==> config.mk <==
export PLATFORM = sky130hd
export DESIGN_NAME = cau_front_flat
export DESIGN_NICKNAME = d
export VERILOG_FILES = /design/src/rtl/core/cau_pkg.sv /design/src/rtl/core/cau_if.sv /design/src/rtl/core/cau_front.sv /design/src/flat_wrapper.sv
export SDC_FILE = /design/constraint.sdc
export NUM_CORES = 1
export LEC_CHECK = 0
export ABC_AREA = 1
export BUFFER_PORTS_ARGS = -buffer_cell sky130_fd_sc_hd__buf_2
export CAP_MARGIN = 20
export CORE_MARGIN = 1.5
export CORE_UTILIZATION = 49
export CTS_BUF_LIST = sky130_fd_sc_hd__clkbuf_8
export DETAILED_ROUTE_END_ITERATION = 7
export PLACE_DENSITY_LB_ADDON = 0.2
export SYNTH_ARGS = -nofsm -noshare
export SYNTH_HDL_FRONTEND = slang
export SYNTH_SLANG_ARGS = --single-unit
==> constraint.sdc <==
create_clock -name clk -period 8.2 [get_ports clk]
set_clock_uncertainty 0.2 [all_clocks]
set_input_delay 0.41 -clock clk [delete_from_list [all_inputs] [get_ports clk]]
set_output_delay 0.41 -clock clk [all_outputs]
set_load 0.005 [all_outputs]
==> src/rtl/core/cau_pkg.sv <==
// ----------------------------------------------------------------------------
// cau_pkg
// Shared types, opcodes, defaults and the arctangent table of the complex ALU.
// ----------------------------------------------------------------------------
package cau_pkg;

  localparam int DATA_WIDTH_DEF   = 32;
  localparam int FRAC_BITS_DEF    = 16;
  localparam int CORDIC_STEPS_DEF = 16;

  // Angle accumulator: Q2.30 with sign, wide enough for +/- pi
  localparam int ANG_FRAC = 30;
  localparam int ZW       = 34;
  localparam logic signed [ZW-1:0] HALF_PI_Q30 = 34'sd1686629713;

  localparam logic [2:0] OP_ADD  = 3'd0;
  localparam logic [2:0] OP_SUB  = 3'd1;
  localparam logic [2:0] OP_MUL  = 3'd2;
  localparam logic [2:0] OP_DIV  = 3'd3;
  localparam logic [2:0] OP_CONJ = 3'd4;
  localparam logic [2:0] OP_MOD  = 3'd5;
  localparam logic [2:0] OP_ARG  = 3'd6;
  localparam logic [2:0] OP_EQ   = 3'd7;

  // One-hot operation class, decoded once at the front
  typedef struct packed {
    logic add;
    logic sub;
    logic mul;
    logic div;
    logic conj;
    logic modl;
    logic arg;
    logic eq;
  } cls_t;

  // atan(2^-i) in Q2.30, truncated
  function automatic logic signed [ZW-1:0] atan_q30(input int i);
    logic signed [ZW-1:0] r;
    case (i)
      0:  r = 34'sd843314856;
      1:  r = 34'sd497837829;
      2:  r = 34'sd263043836;
      3:  r = 34'sd133525158;
      4:  r = 34'sd67021686;
      5:  r = 34'sd33543515;
      6:  r = 34'sd16775850;
      7:  r = 34'sd8388437;
      8:  r = 34'sd4194282;
      9:  r = 34'sd2097149;
      10: r = 34'sd1048575;
      11: r = 34'sd524287;
      12: r = 34'sd262143;
      13: r = 34'sd131071;
      14: r = 34'sd65535;
      15: r = 34'sd32767;
      16: r = 34'sd16383;
      17: r = 34'sd8191;
      18: r = 34'sd4095;
      19: r = 34'sd2047;
      20: r = 34'sd1023;
      21: r = 34'sd511;
      22: r = 34'sd255;
      23: r = 34'sd127;
      24: r = 34'sd63;
      25: r = 34'sd31;
      26: r = 34'sd15;
      27: r = 34'sd7;
      28: r = 34'sd3;
      29: r = 34'sd1;
      default: r = '0;
    endcase
    return r;
  endfunction

endpackage

==> src/rtl/core/cau_if.sv <==
// ----------------------------------------------------------------------------
// cau_if
// Valid/ready channels for operands and results of the complex ALU.
// ----------------------------------------------------------------------------
interface cau_in_if #(
  parameter int DATA_WIDTH = cau_pkg::DATA_WIDTH_DEF
);
  logic                         valid;
  logic                         ready;
  logic [2:0]                   opcode;
  logic signed [DATA_WIDTH-1:0] a_re;
  logic signed [DATA_WIDTH-1:0] a_im;
  logic signed [DATA_WIDTH-1:0] b_re;
  logic signed [DATA_WIDTH-1:0] b_im;

  modport source (output valid, opcode, a_re, a_im, b_re, b_im, input ready);
  modport sink   (input valid, opcode, a_re, a_im, b_re, b_im, output ready);
endinterface


==> src/rtl/core/cau_front.sv <==
// ----------------------------------------------------------------------------
// cau_front
// Accepts operand transfers, decodes the opcode and holds items in a
// two-entry queue for the execution pipeline.
// ----------------------------------------------------------------------------
module cau_front #(
  parameter int DATA_WIDTH = cau_pkg::DATA_WIDTH_DEF
) (
  input  logic                         clk,
  input  logic                         rst,
  cau_in_if.sink                       operand,
  output logic                         q_valid,
  output cau_pkg::cls_t                q_cls,
  output logic signed [DATA_WIDTH-1:0] q_are,
  output logic signed [DATA_WIDTH-1:0] q_aim,
  output logic signed [DATA_WIDTH-1:0] q_bre,
  output logic signed [DATA_WIDTH-1:0] q_bim,
  input  logic                         q_pop
);

  cau_pkg::cls_t               cls_mem [0:1];
  logic signed [DATA_WIDTH-1:0] are_mem [0:1];
  logic signed [DATA_WIDTH-1:0] aim_mem [0:1];
  logic signed [DATA_WIDTH-1:0] bre_mem [0:1];
  logic signed [DATA_WIDTH-1:0] bim_mem [0:1];
  logic       wp;
  logic       rp;
  logic [1:0] cnt;
  logic       push;
  cau_pkg::cls_t dec;

  always_comb begin
    dec = '0;
    unique case (operand.opcode)
      cau_pkg::OP_ADD:  dec.add  = 1'b1;
      cau_pkg::OP_SUB:  dec.sub  = 1'b1;
      cau_pkg::OP_MUL:  dec.mul  = 1'b1;
      cau_pkg::OP_DIV:  dec.div  = 1'b1;
      cau_pkg::OP_CONJ: dec.conj = 1'b1;
      cau_pkg::OP_MOD:  dec.modl = 1'b1;
      cau_pkg::OP_ARG:  dec.arg  = 1'b1;
      default:          dec.eq   = 1'b1;
    endcase
  end

  assign operand.ready = (cnt != 2'd2);
  assign push          = operand.valid && operand.ready;
  assign q_valid       = (cnt != 2'd0);
  assign q_cls         = cls_mem[rp];
  assign q_are         = are_mem[rp];
  assign q_aim         = aim_mem[rp];
  assign q_bre         = bre_mem[rp];
  assign q_bim         = bim_mem[rp];

  always_ff @(posedge clk) begin
    if (rst) begin
      wp  <= 1'b0;
      rp  <= 1'b0;
      cnt <= 2'd0;
    end else begin
      if (push) wp <= ~wp;
      if (q_pop) rp <= ~rp;
      cnt <= cnt + 2'(push) - 2'(q_pop);
    end
  end

  always_ff @(posedge clk) begin
    if (push) begin
      cls_mem[wp] <= dec;
      are_mem[wp] <= operand.a_re;
      aim_mem[wp] <= operand.a_im;
      bre_mem[wp] <= operand.b_re;
      bim_mem[wp] <= operand.b_im;
    end
  end

endmodule

==> src/flat_wrapper.sv <==
// flat-port wrapper written by rule: the top's interface ports become plain ports
module cau_front_flat 
#(
  parameter int DATA_WIDTH = cau_pkg::DATA_WIDTH_DEF
)
  (clk, rst, q_valid, q_cls, q_are, q_aim, q_bre, q_bim, q_pop, operand_valid, operand_opcode, operand_a_re, operand_a_im, operand_b_re, operand_b_im, operand_ready);
  cau_in_if #(.DATA_WIDTH(DATA_WIDTH)) operand_i ();
  input  logic clk;
  input  logic rst;
  output logic q_valid;
  output cau_pkg::cls_t q_cls;
  output logic signed [DATA_WIDTH-1:0] q_are;
  output logic signed [DATA_WIDTH-1:0] q_aim;
  output logic signed [DATA_WIDTH-1:0] q_bre;
  output logic signed [DATA_WIDTH-1:0] q_bim;
  input  logic q_pop;
  input wire logic [$bits(operand_i.valid)-1:0] operand_valid;
  input wire logic [$bits(operand_i.opcode)-1:0] operand_opcode;
  input wire logic [$bits(operand_i.a_re)-1:0] operand_a_re;
  input wire logic [$bits(operand_i.a_im)-1:0] operand_a_im;
  input wire logic [$bits(operand_i.b_re)-1:0] operand_b_re;
  input wire logic [$bits(operand_i.b_im)-1:0] operand_b_im;
  output wire logic [$bits(operand_i.ready)-1:0] operand_ready;
  assign operand_i.valid = operand_valid;
  assign operand_i.opcode = operand_opcode;
  assign operand_i.a_re = operand_a_re;
  assign operand_i.a_im = operand_a_im;
  assign operand_i.b_re = operand_b_re;
  assign operand_i.b_im = operand_b_im;
  assign operand_ready = operand_i.ready;
  cau_front #(.DATA_WIDTH(DATA_WIDTH)) u_core (.clk(clk), .rst(rst), .operand(operand_i), .q_valid(q_valid), .q_cls(q_cls), .q_are(q_are), .q_aim(q_aim), .q_bre(q_bre), .q_bim(q_bim), .q_pop(q_pop));
endmodule
## Word-level counts from Yosys, hierarchy flattened

Memory sizes are Yosys's and may differ from the RTL's. A register that Yosys moved wholly into a read port is not among the register bits.
Cells that the tools add are included.

- Memory bits (read-only): 0
- RAM bits: 272
- Latch bits: 0
- Bits of input ports: 135
- Word-level logic and storage cells: 43
- Memories: 5
- Output and inout bits: 138
- Register bits after elaboration: 4

- Multiply operators: 0
- Shift-type cells: 0
- Bitwise logic cells: 2
- Order comparisons: 0
- Divide/modulo/power cells: 0
- $add $sub $neg: 2
- Multiplexer cells: 20
- Eq/ne operators: 7
- Reduce and logical (&&, ||, !) cells: 4

Memories:

| name | depth | width | read ports | clocked after Yosys merged registers in | wr ports | line | text |
|---|---|---|---|---|---|---|---|
| u_core.aim_mem | 2 | 32 | 1 | 1 | 1 | cau_front.sv:23 | `logic signed [DATA_WIDTH-1:0] aim_mem [0:1];` |
| u_core.are_mem | 2 | 32 | 1 | 1 | 1 | cau_front.sv:22 | `logic signed [DATA_WIDTH-1:0] are_mem [0:1];` |
| u_core.bim_mem | 2 | 32 | 1 | 1 | 1 | cau_front.sv:25 | `logic signed [DATA_WIDTH-1:0] bim_mem [0:1];` |
| u_core.bre_mem | 2 | 32 | 1 | 1 | 1 | cau_front.sv:24 | `logic signed [DATA_WIDTH-1:0] bre_mem [0:1];` |
| u_core.cls_mem | 2 | 8 | 1 | 1 | 1 | cau_front.sv:21 | `cau_pkg::cls_t cls_mem [0:1];` |

Operator list:

| cell | count |
|---|---|
| $mux 1 | 20 |
| $eq 3x3->1 const B | 3 |
| $reduce_or 7->1 | 1 |
| $eq 3x2->1 const B | 2 |
| $eq 3x1->1 const B | 1 |
| $logic_not 3->1 | 1 |
| $add 2x1->2 | 1 |
| $ne 2x2->1 const B | 1 |
| $not 1->1 | 2 |
| $reduce_bool 2->1 | 1 |
| $sub 2x1->2 | 1 |
| $logic_and 1x1->1 | 1 |

## Depth between registers and ports, before layout

Gate-level depths: netlist of run 1.

- Depth after elaboration: 4
- Mapped depth: 10
- Depth with buffers taken out: 10

## Worst setup path before layout of run 1

OpenSTA, ideal clock, no wires.

- Kind: register to register
- Start: register u_core.cnt[0]
- End: memory u_core.aim_mem[0][0] in the netlist's numbering, enable pin
- Required time: 7.368 ns
- Path buffers: 0
- Stages on the path, launching flop included: 5
- Arrival time: 6.186 ns
- Path slack: 1.181 ns
- Clock period less this slack: 7.019 ns
- Cells stage by stage: dfxtp_1 -> inv_1 -> nand2_1 -> nand2_1 -> nor2_1

- Word-level cells in the longest chain between the ends: 4

Ends and longest elaborated chain:

| what | line | text |
|---|---|---|
| from (decl) | cau_front.sv:28 | `logic [1:0] cnt;` |
| from (signal assigned) | cau_front.sv:63 | `cnt <= cnt + 2'(push) - 2'(q_pop);` |
| $ne 2x2->1 | cau_front.sv:46 | `assign operand.ready = (cnt != 2'd2);` |
| net operand_ready | flat_wrapper.sv:23 | `output wire logic [$bits(operand_i.ready)-1:0] operand_ready;` |
| $logic_and 1x1->1 | cau_front.sv:47 | `assign push = operand.valid && operand.ready;` |
| $mux 1 | cau_front.sv:68 | `if (push) begin` |
| $mux 1 (not written as such) | cau_front.sv:71 | `aim_mem[wp] <= operand.a_im;` |
| to (decl) | cau_front.sv:23 |  |

The timed path passes the listed nets, and every way through them passes these cells.

==> results.md, run 1 <==
- Status: completed
- Synth top area share: 79.7%
- Xor/xnor share of the synthesized area: 0.0854%
- Hold Path Class: in -> reg
- Multi-input logic area: 1830 um2
- Post-synth top area cell: edfxtp_1
- Largest family of logic cells by synthesized area: multiplexers
- Avg Cell Area, Syn: 21.9 um2
- Die Y: 148 um
- Setup Crit Path Kind: reg -> out
- Crit share post-route: 45.8%
- Top area cells in the synthesized netlist: edfxtp_1, mux2_2, mux2_4, dfxtp_1, buf_6
- Drt initial violations: 218
- Die area: 21800 um2
- Power Dens Cells: 235 nW/um2
- Antenna violations before repair: 0
- Critical path arrival: 3150 ps
- Synthesized Nets: 605
- Gate Count Post-Synth: 468
- Switching Share: 23.1%
- Hold Fails Final Rpt: 0
- Net Sw Power: 0.764 mW
- H-tree Lvls: 2
- Clock Power Share: 32.4%
- CTS Buffer Depth: 3
- RSZ-0062 raised after global routing: false
- Detailed Place HPWL: 12.8 mm
- I/O Pins: 273
- Final setup fails: 0
- Worst Path Required: 7590 ps
- GPL Wtd Cong: 0.814
- GRT overflow: 0
- First-pass GRT wire length: 32.3 mm
- Largest net degree at the start of global routing: 83
- Drc violations: 0
- Clock latency on the worst-skew pair: 520 ps
- Pint: 2.54 mW
- CP Max Fanout: 70
- Port bufs: 272
- Final Power: 3.31 mW
- CTS tree: yes
- Compound-Gate Fraction of Synth Area: 0.0977%
- Vias post-DR: 5844
- Routed WL: 21.1 mm
- Worst-margin pin slew: 1050 ps
- Fin Setup TNS: 0 ps
- Core ar.: 20400 um2
- Final hold slack: 51.2 ps
- First-pass DRT Iterations: 4
- CTS Sinks: 277
- Relative slew margins: 29.9%
- Mux share of post-synthesis cell area: 16.4%
- Area Overhead vs Synth: 37.1%
- Post-synth design cell area: 10200 um2
- Combinational share of power: 14.2%
- Simple-gate share of the synthesized area: 0.964%
- Diode count: 0
- Post-synth cell types: 14
- Sequential cell fraction of total power: 53.4%
- Vias per cell: 4.82
- Clk root buf: clkbuf_8
- Share of cells above drive strength 1: 50.0%
- Routed len/inst: 17.4 um
- Max_cap viols: 0
- Fillers: 1374
- Startpoint types: flip-flop
- Register area: 8270 um2
- Sequential fraction of the synthesis area: 80.7%
- Synth Register Bits: 277
- Min cycle time layout: 3760 ps
- Vias in the first global route: 6284
- Fmax: 266 MHz
- Rows: 52
- GRT Overall Usage: 19.3%
- Final net count: 1045
- Reg clk slew, reported paths: 60 ps
- Final ANT Viol Nets: 0
- Leak: 5.48 nW
- Final Max Slew Viols: 0
- Fraction of the mapped netlist area in adder cells: 0.244%
- Synth warn: 0
- CTS Buf Count: 44
- Max VDD drop: 0.145 mV
- Chip width: 148 um
- Type of element capturing the critical path: output pin
- Initial Util: 50.3%
[sequential cells by signal (all words and copies together), names as in the netlist, named ones only]
signal / count
u_core.aim_mem: 64
u_core.are_mem: 64
u_core.bim_mem: 64
u_core.bre_mem: 64
u_core.cls_mem: 16
u_core.cnt: 2
u_core.rp: 1
u_core.wp: 1
[kinds of logic (layout without fill, tap and decap cells)]
kind of cell,after synthesis,count (layout)
fa+ha+maj,2,2
flops,277,277
compound gates,2,2
xor+xnor,1,1
buf+inv,27,501
mux,136,136
simple gates,23,23
[critical path: stages (launching register included)]
cell	delay, ps
dfxtp_4	970
buf_4	900
mux2_2	430
buf_2	140
[power by group through the flow]
stage	Sequential, mW	Combinational [mW]	Clock, mW
detailed placement	1.80	0.412	0
global placement	1.79	0.401	0
finish	1.77	0.469	1.07
CTS	1.77	0.466	1.11
global route	1.78	0.508	1.16
floorplan	1.79	0.241	0
[cell usage in the layout (no fill, tap or decap), drive strengths merged]
cell type	count
edfxtp	272
nor2	6
a21oi	2
inv	25
buf	277
dlygate4sd3	132
dfxtp	5
mux2	136
clkinv	18
bufinv	2
clkinvlp	2
nand3	2
clkbuf	45
nand2	7
xnor2	1
nor3	8
ha	2
[what timing repair did]
action	in CTS	in global routing
hold endpoints to repair	261	0
buffers inserted	0	0
hold buffers	132	0
gates resized for setup	0	0
[path summary, 6_finish.rpt]
| check | cells past startpoint | endpoint | start | slack, ps |
|---|---|---|---|---|
| worst max-delay path | 3 | q_bre[6] | flip-flop | 4440 |
| worst min-delay path | 2 | u_core.cls_mem[0][5] | operand_opcode[0] | 50 |
| worst max register to register | 5 | u_core.aim_mem[1][30] | u_core.cnt[0] | 5490 |
| worst min register to register | 2 | u_core.rp | u_core.rp | 350 |
[layer usage]
layer / vias up / GRT usage (%) / share of wire, %
met5: - / 0 / 0
met4: 0 / 6.90 / 2.5
met3: 42 / 5.28 / 7.8
met2: 275 / 33.4 / 50
met1: 2800 / 23.1 / 40
li1: 2727 / - / -
[through the flow]
| stage | instance area (um2) | util [%] | cells | setup WS, ps |
|---|---|---|---|---|
| floorplan | 10200 | - | 468 | 1180 |
| global placement | 11900 | 58.3 | 999 | 5070 |
| detailed placement | 11900 | 58.3 | 999 | 4990 |
| CTS | 14000 | 68.9 | 1211 | 4390 |
| global route | 14000 | 69.0 | 1212 | 4270 |
| finish | 14000 | 69.0 | 1212 | 4440 |
[layout make-up]
cell class | count | share of cell area (%)
tap | 270 | 2.40
clock inverter | 35 | 1.42
inverter | 12 | 0.356
sequential | 277 | 58.9
clock buffer | 45 | 4.41
multi-input combinational | 164 | 13.0
timing repair buffer | 409 | 19.5
[synthesized netlist by cell type]
cell type / instances
edfxtp_1: 272
mux2_2: 96
mux2_4: 40
inv_1: 12
buf_2: 9
nor3_1: 8
nand2_1: 7
buf_6: 6
nor2_1: 6
dfxtp_1: 5
a21oi_1: 2
ha_1: 2
nand3_1: 2
xnor2_1: 1
(Power assumes the default switching activity.)
==> run 2, diff against run 1 <==
- clock period: 8.2 -> 3.7 ns (I/O delays scaled with it)
==> results.md, run 2 (synthesis gave the netlist of run 1 again) <==
- Clock latency on the worst-skew pair: 530 ps (about the same)
- Status: completed
- Vias post-DR: 5873 (+0.50%)
- Multi-input logic area: 1830 um2 (unchanged)
- First-pass GRT wire length: 32.8 mm (+1.7%)
- Type of element capturing the critical path: output pin
- Critical path's slowest cell: buf_4
- Share of cells above drive strength 1: 49.4% (-0.58 points)
- Antenna violations before repair: 0 (unchanged)
- CP Max Fanout: 41 (-41%)
- Critical path arrival: 2180 ps (-970 ps)
- Final hold slack: 170 ps (+119 ps)
- Register area: 8270 um2 (unchanged)
- Routed WL: 21.5 mm (+1.4%)
- RR Endpoint: u_core.bre_mem[0][25]
- Initial Util: 50.3% (unchanged)
- Final Cell Area: 14000 um2 (about the same)
- Critical path depth in cells: 3 (unchanged)
- Max VDD drop: 0.466 mV (+220%)
- Drc violations: 0 (unchanged)
- Die area: 21800 um2 (unchanged)
- Combinational share of power: 15.1% (+0.9 points)
- I/O Pins: 273 (unchanged)
- Worst path cell trace: buf_4 > mux2_2 > buf_2
- Max_cap viols: 0 (unchanged)
- Hold Fails Final Rpt: 0 (unchanged)
- Vias in the first global route: 6423 (+2.2%)
- Power Dens Cells: 509 nW/um2 (+120%)
- RSZ-0062 raised after global routing: false
- Worst Reg-to-Reg Cells: 5 (unchanged)
- Fmax: 390 MHz
- Rows: 52 (unchanged)
- CTS Sinks: 277 (unchanged)
- Critical path endpoint: q_bre[23]
- CTS Buffer Depth: 3 (unchanged)
- Sequential cell fraction of total power: 54.4% (+1.0 points)
- Crit share post-route: 69.4%
- FF-to-FF setup slack: 1730 ps (-3760 ps)
- Post-CTS Setup Bufs: 0 (unchanged)
- Diode count: 0 (unchanged)
- Drt initial violations: 199 (-8.7%)
- Final setup fails: 0 (unchanged)
- Hold Path Class: in -> reg
- GRT Overall Usage: 19.4% (+0.14 points)
- Final Max Slew Viols: 0 (unchanged)
- Final core utilization: 68.9% (about the same)
- Net Sw Power: 1.68 mW (+120%)
- Most frequent cells in the layout: buf_2, edfxtp_1, dlygate4sd3_1, mux2_2, clkbuf_8
- Startpoint types: flip-flop
- First-pass DRT Iterations: 4 (unchanged)
- Fillers: 1345 (-2.1%)
- Area Overhead vs Synth: 37.0% (about the same)
- Worst stage delay on the critical path: 570 ps (-400 ps)
- Core ar.: 20400 um2 (unchanged)
- Routed len/inst: 17.7 um (+1.5%)
- Clk root buf: clkbuf_8
- Largest net degree at the start of global routing: 84 (+1.2%)
- Final ANT Viol Nets: 0 (unchanged)
- CTS tree: yes
- H-tree Lvls: 2 (unchanged)
- Cell Area, Placed: 11900 um2 (+0.54%)
- Crit path buf inv count: 2 (unchanged)
- Relative slew margins: 48.8% (+19 points)
- Final Power: 7.15 mW (+120%)
- Vias per cell: 4.85 (+0.58%)
- Setup Crit Path Kind: reg -> out
- Hold Crit Depth: 2 (unchanged)
- CTS Buf Count: 43 (-2.3%)
- Min cycle time layout: 2570 ps
- Fin Setup TNS: 0 ps (unchanged)
- Post-cts sizing count: 0 (unchanged)
- Reg-to-Reg Start: u_core.cnt[0]
- Final net count: 1049 (+0.38%)
- Detailed Place HPWL: 12.5 mm (-2.4%)
- Clock Power Share: 30.6% (-1.8 points)
- Die Y: 148 um (unchanged)
- Reg clk slew, reported paths: 50 ps (about the same)
- Worst-margin pin slew: 768 ps (-284 ps)
- Worst Path Required: 3310 ps (-4280 ps)
- GRT overflow: 0 (unchanged)
- Port bufs: 272 (unchanged)
- GPL Wtd Cong: 0.781 (-4.0%)
- Pint: 5.47 mW (+110%)
- CP top delay family: buffers and inverters
- Chip width: 148 um (unchanged)
- Hold buffer count at cts: 136 (+3.0%)
- Leak: 5.49 nW (+0.18%)
- Switching Share: 23.5% (+0.41 points)
run 2: cell types whose count changed in the layout (fill, tap and decap cells not counted), sizes merged:
cell / previous run / this run
inv: 25 / 33
bufinv: 2 / 0
clkbuf: 45 / 44
buf: 277 / 278
clkinv: 18 / 7
dlygate4sd3: 132 / 136
run 2: layout make-up:
| type | instances | share of cell area, % |
|---|---|---|
| clock buffer | 44 | 4.31 |
| clock inverter | 30 | 0.882 |
| inverter | 12 | 0.348 |
| multi-input combinational | 164 | 13.0 |
| sequential | 277 | 58.9 |
| tap | 270 | 2.41 |
| timing repair buffer | 414 | 20.1 |
run 2: worst reg2reg max path, delay by kind of cell (launching register included):
family	cells	cell delay (ps)
flops	1	300
buf+inv	2	660
simple gates	3	370
run 2: through the flow:
step | cells | setup slack, ps
2_1_floorplan | 468 | 496
3_3_place_gp | 1001 | 1740
3_5_place_dp | 1001 | 1690
4_1_cts | 1211 | 1100
5_1_grt | 1211 | 1020
6_report | 1211 | 1130
run 2: metal layers:
metal,wire (um),GRT usage [%]
met5,0,0
met4,545,7.40
met3,1650,5.96
met2,11200,34.3
met1,8110,22.1
run 2: worst min path at each step:
stage,from,endpoint
2_1_floorplan,rst,u_core.cnt[0]
3_3_place_gp,operand_a_im[3],u_core.aim_mem[0][3]
3_5_place_dp,operand_b_im[1],u_core.bim_mem[0][1]
4_1_cts,operand_a_im[25],u_core.aim_mem[1][25]
5_1_grt,operand_a_im[13],u_core.aim_mem[0][13]
6_report,operand_b_im[1],u_core.bim_mem[1][1]
run 2: power groups by stage:
stage                     clock network (mW)  registers (mW)  logic [mW]
after global placement                     0            3.93       0.931
after global routing                    2.40            3.91        1.16
after CTS                               2.25            3.88        1.08
after detailed placement                   0            3.95       0.956
final                                   2.18            3.89        1.08
after floorplan                            0            3.93       0.537
==> run 3, diff against run 2 <==
- ABC_AREA: 1 -> 0
- clock period: 3.7 -> 2.6 ns (I/O delays scaled with it)
==> results.md, run 3 <==
- Die Y: 148 um (about the same)
- Max VDD drop: 0.555 mV (+19%)
- Fmax: 449 MHz
- Clk root buf: clkbuf_8
- Drc violations: 0 (unchanged)
- Area Overhead vs Synth: 37.7%
- Most frequent cell after synthesis: edfxtp_1
- First-pass GRT wire length: 31.3 mm (-4.7%)
- Max_cap viols: 0 (unchanged)
- GRT overflow: 0 (unchanged)
- Main flop type after synthesis: edfxtp_1
- Final setup fails: 0 (unchanged)
- I/O Pins: 273 (unchanged)
- Vias per cell: 4.81 (-0.77%)
- Startpoint types: flip-flop
- GPL Wtd Cong: 0.736 (-5.8%)
- Synth Register Bits: 277 (unchanged)
- Die area: 21800 um2 (about the same)
- Critical path arrival: 1900 ps (-280 ps)
- Vias in the first global route: 6233 (-3.0%)
- Synth top area share: 79.7% (about the same)
- Most frequent cells in the layout: buf_2, edfxtp_1, dlygate4sd3_1, mux2_2, clkbuf_8
- Largest net degree at the start of global routing: 80 (-4.8%)
- Reg clk slew, reported paths: 60 ps (about the same)
- CTS Buf Count: 43 (unchanged)
- Post-CTS Setup Bufs: 0 (unchanged)
- Synthesized Nets: 595 (-1.7%)
- Placed Cells: 994 (-0.70%)
- Routed len/inst: 17.0 um (-4.3%)
- Clock latency on the worst-skew pair: 520 ps (about the same)
- Worst-margin pin slew: 525 ps (-242 ps)
- CTS Buffer Depth: 3 (unchanged)
- GRT Overall Usage: 18.6% (-0.86 points)
- Hold Fails Final Rpt: 0 (unchanged)
- Port bufs: 272 (unchanged)
- Antenna violations before repair: 0 (unchanged)
- RSZ-0062 raised after global routing: false
- Power Dens Cells: 745 nW/um2 (+46%)
- Min cycle time layout: 2230 ps
- H-tree Lvls: 2 (unchanged)
- Diode count: 0 (unchanged)
- Gate Count Post-Synth: 458 (-2.1%)
- Routed WL: 20.5 mm (-4.7%)
- Synth warn: 0 (unchanged)
- Detailed Place HPWL: 12.5 mm (-0.16%)
- CP Max Fanout: 55 (+34%)
- Final net count: 1042 (-0.67%)
- Setup Crit Path Kind: reg -> out
- Post-synth design cell area: 10300 um2 (about the same)
- Status: completed
- Worst Path Required: 2270 ps (-1040 ps)
- Final Max Slew Viols: 0 (unchanged)
- Hold Path Class: in -> reg
- EDFF count, synth: 272 (unchanged)
- Post-synth top area cell: edfxtp_1
- Top area cells in the synthesized netlist: edfxtp_1, mux2_2, mux2_4, dfxtp_1, buf_6
- Chip width: 148 um (about the same)
- Type of element capturing the critical path: output pin
- Fin Setup TNS: 0 ps (unchanged)
- CTS Sinks: 277 (unchanged)
- Ys async rst share: 0% (unchanged)
- Post-cts sizing count: 0 (unchanged)
- Sequential fraction of the synthesis area: 80.7% (about the same)
- Top post-synthesis cells by count: edfxtp_1, mux2_2, mux2_4
- Post-synth cell types: 22 (+8)
- Share of cells above drive strength 1: 50.2% (+0.80 points)
- CTS tree: yes
- Core ar.: 20400 um2 (unchanged)
- Initial Util: 50.3% (about the same)
- Crit share post-route: 85.7%
- Rows: 52 (unchanged)
- Vias post-DR: 5804 (-1.2%)
- Relative slew margins: 65.0% (+16 points)
- Avg Cell Area, Syn: 22.4 um2 (+2.2%)
- First-pass DRT Iterations: 4 (unchanged)
- Drt initial violations: 178 (-11%)
- Non-Filler Instances: 1206 (-0.41%)
- Final ANT Viol Nets: 0 (unchanged)
- Leak: 5.51 nW (+0.41%)
==> run 3: where the power goes <==
part	leakage (nW)	total, mW	internal, mW	switching [mW]
sequential	2.58	5.67	5.54	0.133
clock	0.457	3.09	1.59	1.50
combinational	2.48	1.76	0.927	0.831
==> run 3: final cells by class <==
class | instances | area (um2)
fill | 1337 | 6250
sequential | 277 | 8270
multi-input combinational | 164 | 1890
clock buffer | 45 | 619
timing repair buffer | 417 | 2880
clock inverter | 31 | 118
inverter | 2 | 7.51
tap | 270 | 338
==> run 3: final timing paths <==
kind              depth (start not counted)             start                     to  slack (ps)
setup / recovery                          3         flip-flop              q_aim[31]         370
hold reg to reg                           2         u_core.rp              u_core.rp         320
setup reg to reg                          3     u_core.cnt[0]   u_core.aim_mem[1][2]         710
hold / removal                            2  operand_a_re[16]  u_core.are_mem[1][16]         130
==> run 3: kinds of logic after synthesis <==
family                     count (synthesis)  share of synthesized area [%]
adders and majority gates                  2                          0.244
buffers and inverters                     17                           1.17
and+or+nand+nor                           23                           1.31
muxes                                    136                           16.4
xor gates and xnor gates                   2                          0.171
DFF                                      277                           80.7
AOI/OAI and AO/OA                          1                         0.0488
==> run 3: routing by layer <==
| layer | GRT usage, % | wire length, um | vias to the layer above |
|---|---|---|---|
| li1 | - | - | 2721 |
| met5 | 0 | 0 | - |
| met2 | 31.6 | 10200 | 230 |
| met3 | 5.99 | 1610 | 38 |
| met1 | 22.1 | 8160 | 2815 |
| met4 | 6.80 | 506 | 0 |
==> run 3: worst max-delay path, stage by stage, from the launching register on <==
cell and delay [ps]:
dfxtp_4 490, buf_12 310, mux2_2 400, buf_2 130
==> run 3: metrics by stage <==
stage | instance area, um2 | util, % | setup WS [ps] | hold WS (ps) | power, mW
floorplan | 10300 | - | -654 | -5.80 | 6.63
global placement | 12000 | 59.0 | 782 | 117 | 7.30
detailed placement | 12000 | 59.0 | 717 | 121 | 7.38
CTS | 14100 | 69.3 | 310 | 93.1 | 10.7
global route | 14100 | 69.3 | 271 | 96.3 | 11.0
finish | 14100 | 69.3 | 371 | 129 | 10.5
==> run 3: repair_timing <==
action / 4_1_cts / 5_1_grt
setup endpoints to repair: 0 / 0
hold buffers: 136 / 0
endpoints found under the hold margin: 277 / 0
